### src/uudecode_line_decoder_defines.svh
// ----------------------------------------------------------------------------
// uudecode line decoder assertion macros
// Shared concurrent assertion forms, clocked on clk_i and off during reset.
// ----------------------------------------------------------------------------
`ifndef UUDECODE_LINE_DECODER_DEFINES_SVH
`define UUDECODE_LINE_DECODER_DEFINES_SVH

// Same-cycle implication.
`define UUDL_ASSERT_IMPL(lbl, ante, cons) \
  lbl: assert property (@(posedge clk_i) disable iff (!rst_ni) (ante) |-> (cons)) \
    else $error("uudl: assertion failed");

// Next-cycle implication.
`define UUDL_ASSERT_NEXT(lbl, ante, cons) \
  lbl: assert property (@(posedge clk_i) disable iff (!rst_ni) (ante) |=> (cons)) \
    else $error("uudl: assertion failed");

`endif

### src/uudl_pkg.sv
// ----------------------------------------------------------------------------
// uudl_pkg
// Shared constants and the work entry passed from the front to the back end.
// ----------------------------------------------------------------------------
package uudl_pkg;

  localparam int unsigned CntW       = 24;
  localparam int unsigned QueueDepth = 4;
  localparam int unsigned QPtrW      = $clog2(QueueDepth);
  localparam int unsigned QCntW      = $clog2(QueueDepth + 1);

  localparam logic [7:0]      CharLo    = 8'h20;
  localparam logic [7:0]      CharHi    = 8'h60;
  localparam logic [CntW-1:0] CapReset  = {CntW{1'b1}};

  localparam logic StOk  = 1'b0;
  localparam logic StErr = 1'b1;

  // Results of one accepted character: up to three data bytes, then
  // optionally the end result of the message.
  typedef struct packed {
    logic [7:0]      byte0;
    logic [7:0]      byte1;
    logic [7:0]      byte2;
    logic [1:0]      take;
    logic            has_end;
    logic            status;
    logic [CntW-1:0] count;
  } uudl_entry_t;

endpackage

### src/uudl_front.sv
// ----------------------------------------------------------------------------
// uudl_front
// Classifies source characters, tracks line and group state and turns each
// accepted character into at most one queue entry.
// ----------------------------------------------------------------------------
`include "uudecode_line_decoder_defines.svh"

module uudl_front (
  input  logic                       clk_i,
  input  logic                       rst_ni,
  input  logic                       cfg_wr_en_i,
  input  logic [uudl_pkg::CntW-1:0]  cfg_wr_data_i,
  input  logic                       in_valid_i,
  output logic                       in_ready_o,
  input  logic [7:0]                 in_byte_i,
  input  logic                       in_eos_i,
  input  logic                       q_full_i,
  output logic                       q_push_o,
  output uudl_pkg::uudl_entry_t      q_entry_o
);

  typedef enum logic [1:0] {
    PhSeek = 2'd0,
    PhLine = 2'd1,
    PhDone = 2'd2
  } phase_e;

  phase_e                    phase_q, phase_d;
  logic [5:0]                left_q, left_d;
  logic [17:0]               grp_q, grp_d;
  logic [1:0]                fill_q, fill_d;
  logic [uudl_pkg::CntW-1:0] cnt_q, cnt_d;
  logic [uudl_pkg::CntW-1:0] cap_q;

  logic                      accept;
  logic                      char_ok;
  logic [5:0]                dval;
  logic [uudl_pkg::CntW:0]   len_sum;
  logic                      ended;
  logic                      st;
  logic [1:0]                take;

  assign in_ready_o = !q_full_i;
  assign accept     = in_valid_i && in_ready_o;
  assign char_ok    = (in_byte_i > uudl_pkg::CharLo) && (in_byte_i <= uudl_pkg::CharHi);
  assign dval       = in_byte_i[5:0] - uudl_pkg::CharLo[5:0];
  assign len_sum    = {1'b0, cnt_q} + {{(uudl_pkg::CntW - 5){1'b0}}, dval};

  always_comb begin
    phase_d   = phase_q;
    left_d    = left_q;
    grp_d     = grp_q;
    fill_d    = fill_q;
    cnt_d     = cnt_q;
    ended     = 1'b0;
    st        = uudl_pkg::StOk;
    take      = 2'd0;
    q_entry_o = '0;
    if (accept) begin
      case (phase_q)
        PhSeek, PhLine: begin
          if (char_ok) begin
            if (phase_q == PhSeek) begin
              if (dval == 6'd0) begin
                ended = 1'b1;
              end else if (len_sum > {1'b0, cap_q}) begin
                // Covers count overflow too, since capacity fits in CntW bits.
                ended = 1'b1;
                st    = uudl_pkg::StErr;
              end else begin
                left_d  = dval;
                grp_d   = '0;
                fill_d  = 2'd0;
                phase_d = PhLine;
              end
            end else if (fill_q != 2'd3) begin
              grp_d  = {grp_q[11:0], dval};
              fill_d = fill_q + 2'd1;
            end else begin
              take = (left_q < 6'd3) ? left_q[1:0] : 2'd3;
              q_entry_o.byte0 = {grp_q[17:12], grp_q[11:10]};
              q_entry_o.byte1 = {grp_q[9:6], grp_q[5:2]};
              q_entry_o.byte2 = {grp_q[1:0], dval};
              cnt_d  = cnt_q + {{(uudl_pkg::CntW - 2){1'b0}}, take};
              left_d = left_q - {4'd0, take};
              grp_d  = '0;
              fill_d = 2'd0;
              if (left_d == 6'd0) begin
                phase_d = PhSeek;
              end
            end
          end
          if (!ended && in_eos_i) begin
            ended = 1'b1;
            st    = (phase_d == PhLine) ? uudl_pkg::StErr : uudl_pkg::StOk;
          end
          q_entry_o.take    = take;
          q_entry_o.has_end = ended;
          q_entry_o.status  = st;
          q_entry_o.count   = (st == uudl_pkg::StErr) ? '0 : cnt_d;
          if (ended) begin
            if (in_eos_i) begin
              phase_d = PhSeek;
              left_d  = '0;
              grp_d   = '0;
              fill_d  = 2'd0;
              cnt_d   = '0;
            end else begin
              phase_d = PhDone;
            end
          end
        end
        default: begin
          // Finished: swallow input until the message ends.
          if (in_eos_i) begin
            phase_d = PhSeek;
            left_d  = '0;
            grp_d   = '0;
            fill_d  = 2'd0;
            cnt_d   = '0;
          end
        end
      endcase
    end
  end

  assign q_push_o = ended || (take != 2'd0);

  always_ff @(posedge clk_i or negedge rst_ni) begin
    if (!rst_ni) begin
      phase_q <= PhSeek;
      left_q  <= '0;
      grp_q   <= '0;
      fill_q  <= 2'd0;
      cnt_q   <= '0;
      cap_q   <= uudl_pkg::CapReset;
    end else begin
      phase_q <= phase_d;
      left_q  <= left_d;
      grp_q   <= grp_d;
      fill_q  <= fill_d;
      cnt_q   <= cnt_d;
      if (cfg_wr_en_i) begin
        cap_q <= cfg_wr_data_i;
      end
    end
  end

  `UUDL_ASSERT_IMPL(a_line_has_bytes, phase_q == PhLine, left_q != 6'd0)
  `UUDL_ASSERT_IMPL(a_no_push_when_full, q_push_o, !q_full_i)

endmodule

### src/uudl_queue.sv
// ----------------------------------------------------------------------------
// uudl_queue
// Small FIFO of work entries between the front and the back end.
// ----------------------------------------------------------------------------
`include "uudecode_line_decoder_defines.svh"

module uudl_queue (
  input  logic                   clk_i,
  input  logic                   rst_ni,
  input  logic                   push_i,
  input  uudl_pkg::uudl_entry_t  push_entry_i,
  output logic                   full_o,
  input  logic                   pop_i,
  output logic                   head_valid_o,
  output uudl_pkg::uudl_entry_t  head_entry_o
);

  uudl_pkg::uudl_entry_t            slots_q [uudl_pkg::QueueDepth];
  logic [uudl_pkg::QPtrW-1:0]       wr_ptr_q, rd_ptr_q;
  logic [uudl_pkg::QCntW-1:0]       count_q, count_d;
  logic                             do_push, do_pop;

  assign full_o       = (count_q == uudl_pkg::QCntW'(uudl_pkg::QueueDepth));
  assign head_valid_o = (count_q != '0);
  assign head_entry_o = slots_q[rd_ptr_q];
  assign do_push      = push_i && !full_o;
  assign do_pop       = pop_i && head_valid_o;

  always_comb begin
    count_d = count_q;
    if (do_push && !do_pop) begin
      count_d = count_q + 1'b1;
    end else if (do_pop && !do_push) begin
      count_d = count_q - 1'b1;
    end
  end

  always_ff @(posedge clk_i) begin
    if (do_push) begin
      slots_q[wr_ptr_q] <= push_entry_i;
    end
  end

  always_ff @(posedge clk_i or negedge rst_ni) begin
    if (!rst_ni) begin
      wr_ptr_q <= '0;
      rd_ptr_q <= '0;
      count_q  <= '0;
    end else begin
      count_q <= count_d;
      if (do_push) begin
        wr_ptr_q <= wr_ptr_q + 1'b1;
      end
      if (do_pop) begin
        rd_ptr_q <= rd_ptr_q + 1'b1;
      end
    end
  end

  `UUDL_ASSERT_NEXT(a_count_up, do_push && !do_pop, count_q == $past(count_q) + 1'b1)
  `UUDL_ASSERT_IMPL(a_count_bound, 1'b1,
                    count_q <= uudl_pkg::QCntW'(uudl_pkg::QueueDepth))

endmodule

### src/uudl_back.sv
// ----------------------------------------------------------------------------
// uudl_back
// Expands queue entries into single results and holds them in the output
// register until the receiver takes them.
// ----------------------------------------------------------------------------
`include "uudecode_line_decoder_defines.svh"

module uudl_back (
  input  logic                       clk_i,
  input  logic                       rst_ni,
  input  logic                       head_valid_i,
  input  uudl_pkg::uudl_entry_t      head_entry_i,
  output logic                       pop_o,
  output logic                       out_valid_o,
  input  logic                       out_ready_i,
  output logic [7:0]                 out_data_o,
  output logic                       out_is_data_o,
  output logic                       out_status_o,
  output logic [uudl_pkg::CntW-1:0]  out_count_o,
  output logic                       out_last_o
);

  logic [1:0]                idx_q;
  logic                      valid_q;
  logic [7:0]                data_q;
  logic                      is_data_q, status_q, last_q;
  logic [uudl_pkg::CntW-1:0] count_q;

  logic                      load;
  logic                      sel_data;
  logic                      final_res;
  logic [7:0]                sel_byte;

  assign load     = head_valid_i && (!valid_q || out_ready_i);
  assign sel_data = ({1'b0, idx_q} < {1'b0, head_entry_i.take});
  // The end result, or the last data byte when the entry has no end result.
  assign final_res = !sel_data ||
                     (!head_entry_i.has_end && (idx_q == head_entry_i.take - 2'd1));
  assign pop_o    = load && final_res;

  always_comb begin
    case (idx_q)
      2'd0:    sel_byte = head_entry_i.byte0;
      2'd1:    sel_byte = head_entry_i.byte1;
      2'd2:    sel_byte = head_entry_i.byte2;
      default: sel_byte = 8'd0;
    endcase
  end

  always_ff @(posedge clk_i or negedge rst_ni) begin
    if (!rst_ni) begin
      idx_q   <= 2'd0;
      valid_q <= 1'b0;
    end else begin
      if (load) begin
        valid_q <= 1'b1;
        idx_q   <= final_res ? 2'd0 : idx_q + 2'd1;
      end else if (out_ready_i) begin
        valid_q <= 1'b0;
      end
    end
  end

  always_ff @(posedge clk_i) begin
    if (load) begin
      data_q    <= sel_data ? sel_byte : 8'd0;
      is_data_q <= sel_data;
      status_q  <= sel_data ? uudl_pkg::StOk : head_entry_i.status;
      count_q   <= sel_data ? '0 : head_entry_i.count;
      last_q    <= final_res;
    end
  end

  assign out_valid_o   = valid_q;
  assign out_data_o    = data_q;
  assign out_is_data_o = is_data_q;
  assign out_status_o  = status_q;
  assign out_count_o   = count_q;
  assign out_last_o    = last_q;

  `UUDL_ASSERT_IMPL(a_head_not_empty, head_valid_i,
                    (head_entry_i.take != 2'd0) || head_entry_i.has_end)
  `UUDL_ASSERT_IMPL(a_idx_in_entry, head_valid_i && (idx_q != 2'd0),
                    {1'b0, idx_q} <= {1'b0, head_entry_i.take})

endmodule

### src/uudecode_line_decoder.sv
// ----------------------------------------------------------------------------
// uudecode_line_decoder
// Streaming uudecode: source characters in, decoded bytes and end results out.
// ----------------------------------------------------------------------------
// Input stream: s_axis_tdata carries one source character, s_axis_tlast marks
// the last character of a message. Output stream: one result per transfer;
// tuser high means a decoded data byte, low means the end result of the
// message, which carries status (error high) and the total byte count.
// tlast marks the last result caused by one input character.
// cfg_wr_en_i/cfg_wr_data_i set the byte capacity per message; write only
// while the block is idle.
// The first result of a character is written into the queue, then into the
// output register. Input is taken one character per cycle while the
// four-entry queue between the classifier and the output stage has room; the
// output stage gives one result per cycle while the receiver is ready, so a
// character finishing a group gives up to four (three bytes and an end result).
// Reset returns to the start of a message and sets the capacity to all ones.
// When the receiver stalls, the output register holds, the queue fills and
// s_axis_tready drops once it is full.
// ----------------------------------------------------------------------------
module uudecode_line_decoder (
  input  logic                       clk_i,
  input  logic                       rst_ni,
  input  logic                       cfg_wr_en_i,
  input  logic [uudl_pkg::CntW-1:0]  cfg_wr_data_i,
  input  logic                       s_axis_tvalid,
  output logic                       s_axis_tready,
  input  logic [7:0]                 s_axis_tdata,   // [7:0] in_byte
  input  logic                       s_axis_tlast,   // end_of_source
  output logic                       m_axis_tvalid,
  input  logic                       m_axis_tready,
  output logic [39:0]                m_axis_tdata,   // [7:0] data_byte, [8] status,
                                                     // [32:9] byte_count, [39:33] zero
  output logic                       m_axis_tuser,   // is_data
  output logic                       m_axis_tlast    // last
);

  logic                       q_full, q_push, q_pop, head_valid;
  uudl_pkg::uudl_entry_t      push_entry, head_entry;
  logic [7:0]                 out_data;
  logic                       out_status;
  logic [uudl_pkg::CntW-1:0]  out_count;

  uudl_front u_front (
    .clk_i         (clk_i),
    .rst_ni        (rst_ni),
    .cfg_wr_en_i   (cfg_wr_en_i),
    .cfg_wr_data_i (cfg_wr_data_i),
    .in_valid_i    (s_axis_tvalid),
    .in_ready_o    (s_axis_tready),
    .in_byte_i     (s_axis_tdata),
    .in_eos_i      (s_axis_tlast),
    .q_full_i      (q_full),
    .q_push_o      (q_push),
    .q_entry_o     (push_entry)
  );

  uudl_queue u_queue (
    .clk_i        (clk_i),
    .rst_ni       (rst_ni),
    .push_i       (q_push),
    .push_entry_i (push_entry),
    .full_o       (q_full),
    .pop_i        (q_pop),
    .head_valid_o (head_valid),
    .head_entry_o (head_entry)
  );

  uudl_back u_back (
    .clk_i         (clk_i),
    .rst_ni        (rst_ni),
    .head_valid_i  (head_valid),
    .head_entry_i  (head_entry),
    .pop_o         (q_pop),
    .out_valid_o   (m_axis_tvalid),
    .out_ready_i   (m_axis_tready),
    .out_data_o    (out_data),
    .out_is_data_o (m_axis_tuser),
    .out_status_o  (out_status),
    .out_count_o   (out_count),
    .out_last_o    (m_axis_tlast)
  );

  assign m_axis_tdata = {7'd0, out_count, out_status, out_data};

endmodule

### config.mk
export PLATFORM = sky130hd
export DESIGN_NAME = uudecode_line_decoder
export DESIGN_NICKNAME = d
export VERILOG_FILES = /design/src/uudl_pkg.sv /design/src/uudl_front.sv /design/src/uudl_queue.sv /design/src/uudl_back.sv /design/src/uudecode_line_decoder.sv
export VERILOG_INCLUDE_DIRS = /design/src /design/src/src
export SDC_FILE = /design/constraint.sdc
export NUM_CORES = 1
export LEC_CHECK = 0
export ABC_AREA = 1
export BUFFER_PORTS_ARGS = -buffer_cell sky130_fd_sc_hd__buf_2
export CORE_AREA = 4 4 256 258
export CTS_CLUSTER_SIZE = 28
export DETAILED_ROUTE_END_ITERATION = 8
export DIE_AREA = 0 0 260 262
export MAX_ROUTING_LAYER = met4
export PLACE_DENSITY = 0.5
export SLEW_MARGIN = 0
export SYNTH_ARGS = -nofsm -noshare
export SYNTH_HDL_FRONTEND = slang
export SYNTH_SLANG_ARGS = --single-unit
export TNS_END_PERCENT = 100
### constraint.sdc
create_clock -name clk_i -period 9.17 [get_ports clk_i]
set_input_delay 0.917 -clock clk_i [delete_from_list [all_inputs] [get_ports clk_i]]
set_output_delay 0.917 -clock clk_i [all_outputs]
set_load 0.1 [all_outputs]
; ---- Word level (Yosys, flattened, before mapping)
; Memory sizes are Yosys's and may differ from the RTL's.
; Cells that the tools add are included.
[totals]
n_memories = 1
output_inout_bits = 44
register_bits = 121
ram_bits = 208
wordCells = 154
[mem_list]
columns = name, depth, word_bits, rd, rd_ports_with_merged_regs, wr, line
row1 = u_queue.slots_q, 4, 52, 1, 0, 1, uudl_queue.sv:18  ; uudl_pkg::uudl_entry_t slots_q [uudl_pkg::QueueDepth];
[classes]
muxes = 83
order_cmp = 5
reduce_logical = 31
n_addsub = 11
n_eq_ne = 7
[ops]
columns = operator, count
row1 = 24-bit two-way mux, 11
row2 = 18-bit two-way mux, 9
row3 = 52-bit two-way mux, 2
row4 = 2-bit two-way mux, 27
row5 = 6-bit two-way mux, 9
row6 = 24-bit by 6-bit adder with 25-bit output, 1
row7 = 25-bit by 24-bit > comparator with 1-bit output, 1
row8 = 24-bit by 2-bit adder with 24-bit output, 1
row9 = 8-bit case mux with 3 select lines, 1
row10 = 1-bit two-way mux, 22
row11 = 6-bit zero test, 2
row12 = 1-bit logical AND, 10
row13 = 2-bit by 1-bit adder with 2-bit output (second input constant), 4
row14 = 8-bit by 6-bit > comparator with 1-bit output (second input constant), 1
row15 = 8-bit by 7-bit less-or-equal comparator with 1-bit output (second input constant), 1
row16 = 2-bit nonzero test, 4
row17 = 1-bit zero test, 7
row18 = 2-bit by 1-bit equality test with 1-bit output (second input constant), 3
row19 = 6-bit by 2-bit < comparator with 1-bit output (second input constant), 1
row20 = 3-bit two-way mux, 2
row21 = 6-bit by 2-bit subtractor with 6-bit output, 1
row22 = 6-bit subtractor (second input constant), 1
row23 = 2-bit zero test, 2
row24 = 3-bit by 1-bit adder with 3-bit output (second input constant), 1
row25 = other kinds (11), 13

; ---- Logic depth before layout (Yosys ltp)
; Gate-level depths: netlist of the first run.
[depth]
ltp_word = 22
mapped_depth = 33

; ---- By module
; A second synthesis of the first run with hierarchy kept.
[hier_totals]
cells_unflattened = 1735
hier_area_um2 = 16559.6
[by_module_without_submodules]
columns = module, area_per_inst_um2, seq_area_each_um2, instances, cells_per_inst
row1 = uudl_queue, 8692.1, 6421.2, 1, 667
row2 = uudl_front, 6103.4, 1931.9, 1, 896
row3 = uudl_back, 1700.4, 1126.1, 1, 163
row4 = uudecode_line_decoder, 63.8, 0.0, 1, 9

; ---- Worst setup path before layout of the first run
; No wires, ideal clock.
[synth_path]
path_type = input to register
startpoint = input port s_axis_tdata[0]
endpoint = memory u_queue.slots_q[0][0] in the netlist's numbering (enable)
setup_ns = 0.462
t_arrival_ns = 6.252
path_slack_ns = 2.456
n_path_buf = 0
path_stages = 27
required_time_ns = 8.708
cell_sequence = ha_1 > inv_1 > fa_1 > inv_1 > nand2_1 > nand2_1 > nand3_2 > nand2_2 > nand2_1 > nor2_1 > or3b_2 > xor2_1 > ha_1 > nand2_1 > nor2_1 > nand2_1 > nor3_1 > nand4_1 > nand3_2 > nand2_4 > nand2_4 > nand2_4 > nand2_2 > nand2_2 > nand2_2 > inv_2 > nor2_1
[synth_via]
elab_chain_cells = 20
elab_cells_between_ends = 28
[synth_lines]
columns = item, line
row1 = from (decl), uudecode_line_decoder.sv:28  ; input logic [7:0] s_axis_tdata,
row2 = 6-bit subtractor, uudl_front.sv:46  ; assign dval = in_byte_i[5:0] - uudl_pkg::CharLo[5:0];
row3 = 24-bit by 6-bit adder with 25-bit output, uudl_front.sv:47  ; assign len_sum = {1'b0, cnt_q} + {{(uudl_pkg::CntW - 5){1'b0}}, dval};
row4 = 25-bit by 24-bit > comparator with 1-bit output, uudl_front.sv:66  ; end else if (len_sum > {1'b0, cap_q}) begin
row5 = 1-bit two-way mux, uudl_front.sv:66
row6 = 1-bit two-way mux, uudl_front.sv:64  ; if (dval == 6'd0) begin
row7 = 1-bit two-way mux, uudl_front.sv:63  ; if (phase_q == PhSeek) begin
row8 = 1-bit two-way mux, uudl_front.sv:62  ; if (char_ok) begin
row9 = 1-bit two-way mux, uudl_front.sv:60  ; case (phase_q)
row10 = (+5 left out), n/a
row11 = 1-bit two-way mux, uudl_front.sv:59  ; if (accept) begin
row12 = 1-bit two-way mux, uudl_front.sv:60
row13 = 1-bit two-way mux, uudl_front.sv:59
row14 = 1-bit logical OR (*), uudl_front.sv:127  ; assign q_push_o = ended || (take != 2'd0);
row15 = 1-bit logical AND (*), uudl_queue.sv:26  ; assign do_push = push_i && !full_o;
row16 = via u_queue.do_push, uudl_queue.sv:21  ; logic do_push, do_pop;
row17 = 1-bit two-way mux (*), uudl_queue.sv:39  ; if (do_push) begin
row18 = 1-bit two-way mux (implied by the code) (*), uudl_queue.sv:40  ; slots_q[wr_ptr_q] <= push_entry_i;
row19 = to (decl), uudl_queue.sv:18
; Mark *: on every way through the listed nets, which the timed path passes. The rest lies on a longest branch. The select of a mux whose other input is x is not followed.

; ---- Worst setup path in the final report of the first run
[layout_path]
startpoint = input port s_axis_tdata[0]
endpoint = memory u_queue.slots_q[0][33] in the netlist's numbering (enable)
; Same word-level chain as after synthesis.

==> flow_summary.toml, run 1 <==
[status]
outcome = "complete, no violations"

[routing]
vias = 10920
wirelength_mm = 40.89
route.detailed.drc = 0
vias_per_cell = 4.373
antenna_left = 0
drt-initial-drc-count = 803
routedWlPerCell_um = 16.38
dr.pass1.iters = 5

[clocking]
clock-root-buffer = "clkbuf_16"
htreeDepth = 2
cts.clk_slew.worst_paths_ps = 60
numCtsBuffers = 39
clockBufferDepth = 3
ctsHoldBuffers = 0
clkLatencyLatePin_ps = 550
clkSinkCount = 329
cts_resized = 0
cts_setup_buffers = 0
cts_tree = "done"

[place]
dpl_worst_slack_ps = 2587
port_buffers = 74
dp.cells = 2424
place.gp.congestion = 0.8728
dp_hpwl_mm = 26.73

[synthesis]
synth_cell_type_count = 51
yosysSeqAreaShare_pct = 60.44
yosysWarnings = 0
synthCells = 1564
synth_edf_count = 243
async_flop_share_pct = 26.14
synth.avg_cell_area_um2 = 10.03
synth_flop_cell = "edfxtp_1"
ys_seq_elements = 329
netlist_area_um2 = 15680

[worst_setup_path]
path_common_cell = "nand2_1"
crit_required_ps = 9390
path_delay_family = "simple AND/OR/NAND/NOR gates"
max_stage_delay_ps = 860
cp_slowest_cell = "nor2_4"
worst_setup_path_end_kind = "flop"
crit_arrival_ps = 6090
crit_type = "in -> reg"
startpoint = "s_axis_tdata[0]"
critPathMaxFanout = 35
r2r_start = "u_front.cnt_q[0]$_DFFE_PN0P_"
critPathLaunchType = "input port"
path_buf_inv = 5

[timing]
rsz0062_at_grt = "false"
period_share_pct = 63.97
maxSlewHeadroom_pct = 24.20
hold_viol = 0
finalCriticalPeriod_ps = 5866
tightest_slew_ps = 1134
max_clock_freq_ghz = 0.1705
final-max-slew-violation-count = 0
clock_skew_ps = 11.14
layout_setup_ws_ps = 3304
setup_tns_ps = 0
setup_viol = 0

[global_routing]
overflow = 0
antenna_found_initial = 1
grt_pass1_wl_mm = 63.78
grt_use_total_pct = 12.28
grt_max_degree = 105
grt_pass1_vias = 10883

[die]
core-area_um2 = 62970
ios = 82
die_h_um = 262
start_util_pct = 24.91
die_w_um = 260
fp-row-count = 92
die_area_um2 = 68120

[pwr]
vdd_ir_drop_max_mv = 0.1563
p_leak_nw = 6.926
p_per_area_nw_per_um2 = 303.2

[layout]
area_delta_synth_final_pct = 15.68
drive_gt1_share_pct = 13.95
final_net_count = 1705
final_util_pct = 28.81
fin_cells = 2497

[flow_run]
drv_cap = 0

[min_path]
hold_class = "in -> async"
==> sequential cells by signal, indices dropped and copies added, names as in the netlist <==
signal / count
u_front.left_q: 6
u_queue.wr_ptr_q: 2
u_queue.rd_ptr_q: 2
u_back.out_valid_o: 1
u_front.grp_q: 18
u_front.fill_q: 2
u_front.cap_q: 24
u_back.out_last_o: 1
u_back.idx_q: 2
u_front.phase_q: 2
u_queue.slots_q: 208
u_back.out_is_data_o: 1
u_back.out_status_o: 1
u_back.out_data_o: 8
u_back.out_count_o: 24
u_queue.count_q: 3
u_front.cnt_q: 24
==> layout make-up <==
class                      instances  area (um^2)
antenna                            2        5.005
clock buffer                      51         1062
clock inverter                    20        173.9
fill                            6556        44820
inverter                         163        613.1
multi-input combinational       1001         5293
sequential                       329         9480
tap                              846         1059
timing repair buffer              85        455.4
==> synthesized netlist by cell type (2+ instances only) <==
master	number	share of area, %
inv_2	3	0.072
inv_1	159	3.8
nor3_1	7	0.22
buf_12	2	0.26
buf_1	6	0.14
dfrtp_1	62	9.9
nand2_2	8	0.32
buf_2	7	0.22
buf_6	2	0.14
nand3_2	2	0.13
dfstp_2	24	4.0
edfxtp_1	243	47
o21bai_1	3	0.14
nor3_2	2	0.13
o211ai_1	2	0.096
o21ai_1	8	0.26
xnor2_1	6	0.34
clkbuf_1	49	1.2
nand3_1	43	1.4
nand2_1	233	5.6
xor2_1	43	2.4
o22ai_1	40	1.6
ha_1	45	3.6
buf_4	10	0.48
fa_1	3	0.38
a21oi_1	86	2.7
a22oi_1	3	0.14
or2_2	4	0.16
o21ai_0	175	5.6
nand4_1	11	0.44
nor2_4	2	0.14
nor2_1	228	5.5
nor2_2	23	0.92
nand2_4	3	0.22
==> cells in the final DEF (no fill, tap or decap), types with 3 or more instances in the layout <==
cell,n
nor2_4,6
o21ai_0,175
clkbuf_16,40
nand2_1,233
xor2_1,43
clkinv_1,5
xnor2_1,6
nand3_1,43
nor3_1,7
o22ai_1,40
nand4_1,11
fa_1,3
dfrtp_1,61
or2_2,4
nand2_2,8
nor2_1,223
clkbuf_1,9
dfstp_2,24
inv_1,157
buf_4,12
nand2_4,3
conb_1,7
nor2_2,24
edfxtp_1,243
a22oi_1,3
a21oi_1,84
o21bai_1,3
inv_2,4
buf_2,73
o21ai_1,8
clkinv_2,9
ha_1,45
clkinv_4,3
==> metrics by stage <==
| step | area, um^2 | total power, mW | hold slack (ps) |
|---|---|---|---|
| floorplan | 15710 | 3.541 | 465.3 |
| global placement | 16900 | 4.039 | 490.2 |
| detailed placement | 16900 | 4.067 | 495.9 |
| CTS | 18140 | 5.599 | 353.7 |
| global route | 18140 | 5.847 | 365.5 |
| finish | 18140 | 5.501 | 360.8 |
==> layer usage <==
metal	vias up	track usage, %	part of all wire (%)
met4	0	3.118	1.9
met2	203	19.08	46
met5	-	-	0
met3	51	2.159	4.4
li1	5364	-	-
met1	5302	16.74	48
==> worst paths after layout <==
path / depth (start not counted) / slack, ps / to
worst min-delay path: 1 / 360 / u_front.phase_q[0]$_DFFE_PN0P_
worst min register to register: 2 / 500 / u_front.cap_q[14]$_DFFE_PN1P_
max in group asynchronous: 2 / 7660 / u_queue.rd_ptr_q[0]$_DFFE_PN0P_
min in group clk_i: 2 / 500 / u_front.cap_q[14]$_DFFE_PN1P_
worst max-delay path: 29 / 3300 / u_queue.slots_q[0][33]$_DFFE_PP_
worst max register to register: 28 / 3420 / u_queue.slots_q[0][33]$_DFFE_PP_
==> logic make-up after synthesis <==
logic type,share of synthesized area (%)
compound gates,10.75
simple gates,15.65
buf+inv,6.351
xor+xnor,2.737
other cells,0.02391
fa+ha+maj,3.973
flops,60.44
mux,0.07180
==> power breakdown <==
part | leakage [nW] | internal, mW | total (mW) | switching (mW)
registers | 3.32 | 1.91 | 2.02 | 0.115
logic | 3.00 | 0.417 | 1.98 | 1.56
clock network | 0.608 | 0.878 | 1.51 | 0.627
(Power assumes the default switching activity.)
==> inputs of run 2 (changes only) <==
- PLACE_DENSITY: 0.5 -> 0.51
- clock period: 9.17 -> 5.2 ns (I/O delays scaled with it)
==> run 2 against run 1 <==
Compared with the run above:
- first-iteration DRC count up 1.1%
- combinational power up 77%
- worst hold slack worse by 160 ps
- sequential share of layout area down 1.0 points
- largest cell class unchanged
==> flow_summary.toml, run 2 (synthesized netlist as in run 1, its figures left out) <==
[worst_setup_path]
path_buf_inv = 3
path_delay_family = "simple AND/OR/NAND/NOR gates"
rr_endpoint = "u_queue.count_q[2]$_DFFE_PN0P_"
worst_setup_path_end_kind = "flop"
critPathMaxFanout = 5
ff2ff_setup_slack_ps = 490
r2r_start = "u_front.cnt_q[0]$_DFFE_PN0P_"
path_common_cell = "nand2_1"
rr_worst_depth = 31
crit_type = "reg -> reg"
crit_arrival_ps = 5120
cp_slowest_cell = "or3b_2"
max_stage_delay_ps = 460
crit_required_ps = 5610
critPathLaunchType = "flop"

[global_routing]
antenna_found_initial = 1
overflow = 0
grt_pass1_wl_mm = 62.53
grt_max_degree = 59
grt_pass1_vias = 10490
grt_use_total_pct = 12.12

[status]
outcome = "complete, no violations"

[layout]
mostFrequentLayoutCells = "edfxtp_1 (243), nand2_1 (233), nor2_1 (223)"
mostFrequentLayoutCell = "edfxtp_1"
final_net_count = 1728
seqCellArea_um2 = 9480
top_register = "u_queue.slots_q"
fillers = 6512
fin_cells = 2517
drive_gt1_share_pct = 15.51
largest_reg_flops = 208
multi_input_area_um2 = 5314
area_delta_synth_final_pct = 17.96

[die]
ios = 82
core-area_um2 = 62970
start_util_pct = 24.91
die_area_um2 = 68120
die_w_um = 260
fp-row-count = 92
die_h_um = 262

[clocking]
htreeDepth = 2
clockBufferDepth = 3
cts_tree = "done"
numCtsBuffers = 37
clkLatencyLatePin_ps = 540
clock-root-buffer = "clkbuf_16"
clkSinkCount = 329
cts.clk_slew.worst_paths_ps = 70

[min_path]
hp-start = "cfg_wr_data_i[3]"
hold_class = "in -> reg"
whs_path_depth = 3
hold-path-endpoint = "u_front.cap_q[3]$_DFFE_PN1P_"

[timing]
hold_viol = 0
max_clock_freq_ghz = 0.2124
layout_setup_ws_ps = 491.8
rsz0062_at_grt = "false"
setup_viol = 0
final-max-slew-violation-count = 0
maxSlewHeadroom_pct = 27.24
whs_ps = 197.5
tightest_slew_ps = 1091
period_share_pct = 90.54
finalCriticalPeriod_ps = 4708
clock_skew_ps = 13.27
setup_tns_ps = 0

[routing]
route.detailed.drc = 0
vias_per_cell = 4.369
routedWlPerCell_um = 16.29
dr.pass1.iters = 6
antenna_left = 0
vias = 10998
drt-initial-drc-count = 812
wirelength_mm = 41.01

[pwr]
vdd_ir_drop_max_mv = 0.2125
p_leak_nw = 7.105
p_per_area_nw_per_um2 = 536.0

[place]
port_buffers = 74
dp_hpwl_mm = 27.11
dpl_worst_slack_ps = 135.0
place.gp.congestion = 0.8918
dp.cells = 2448

[flow_run]
drv_cap = 0
-- run 2: where the power goes --
part,internal (mW),switching (mW),total (mW)
combinational,0.771,2.72,3.50
sequential,3.36,0.241,3.60
clock,1.73,1.09,2.82
total,5.86,4.06,9.92
-- run 2: cell type report --
class | instances | area share [%]
Inverter | 163 | 3.307
Tap cell | 846 | 5.722
Sequential cell | 329 | 51.25
Clock inverter | 21 | 1.684
Clock buffer | 46 | 5.404
Timing Repair Buffer | 110 | 3.896
Antenna cell | 1 | 0.01353
Multi-Input combinational cell | 1001 | 28.73
-- run 2: worst register-to-register path, delay by kind of cell, from the launching register on --
kind | cells | cell delay (ps)
flops | 1 | 390
fa+ha+maj | 5 | 1400
compound gates | 2 | 270
simple gates | 19 | 2050
buf+inv | 3 | 190
xor+xnor | 2 | 320
-- run 2: worst max path at each step --
stage	startpoint	to	depth (start not counted)
4_1_cts	u_front.cnt_q[2]$_DFFE_PN0P_	u_queue.count_q[2]$_DFFE_PN0P_	31
5_1_grt	u_front.cnt_q[2]$_DFFE_PN0P_	u_queue.count_q[2]$_DFFE_PN0P_	31
2_1_floorplan	s_axis_tdata[0]	u_queue.slots_q[0][0]$_DFFE_PP_	27
6_report	u_front.cnt_q[0]$_DFFE_PN0P_	u_queue.count_q[2]$_DFFE_PN0P_	31
3_3_place_gp	s_axis_tdata[0]	u_queue.count_q[2]$_DFFE_PN0P_	32
3_5_place_dp	s_axis_tdata[0]	u_queue.count_q[2]$_DFFE_PN0P_	32
-- run 2: repair_timing --
| action | in CTS | in global routing |
|---|---|---|
| gates resized for setup | 0 | 3 |
| setup buffers | 0 | 0 |
| endpoints found under the hold margin | 28 | 0 |
| endpoints found under the setup margin | 0 | 46 |
| hold buffers | 1 | 0 |
-- run 2: layer usage --
layer | share of wire [%] | wire length (um) | vias to the layer above | GRT usage [%]
met4 | 2.5 | 1022 | 0 | 3.972
met5 | 0 | 0 | - | -
met3 | 5.1 | 2110 | 65 | 2.149
met2 | 45 | 18630 | 274 | 18.50
met1 | 47 | 19250 | 5245 | 16.44
li1 | - | - | 5414 | -
-- run 2: metrics by stage --
step,instance area (um^2),util (%),power [mW]
2_1_floorplan,15720,-,6.243
3_3_place_gp,17150,27.24,7.159
3_5_place_dp,17150,27.24,7.202
4_1_cts,18480,29.34,10.07
5_1_grt,18500,29.38,10.52
6_report,18500,29.38,9.916
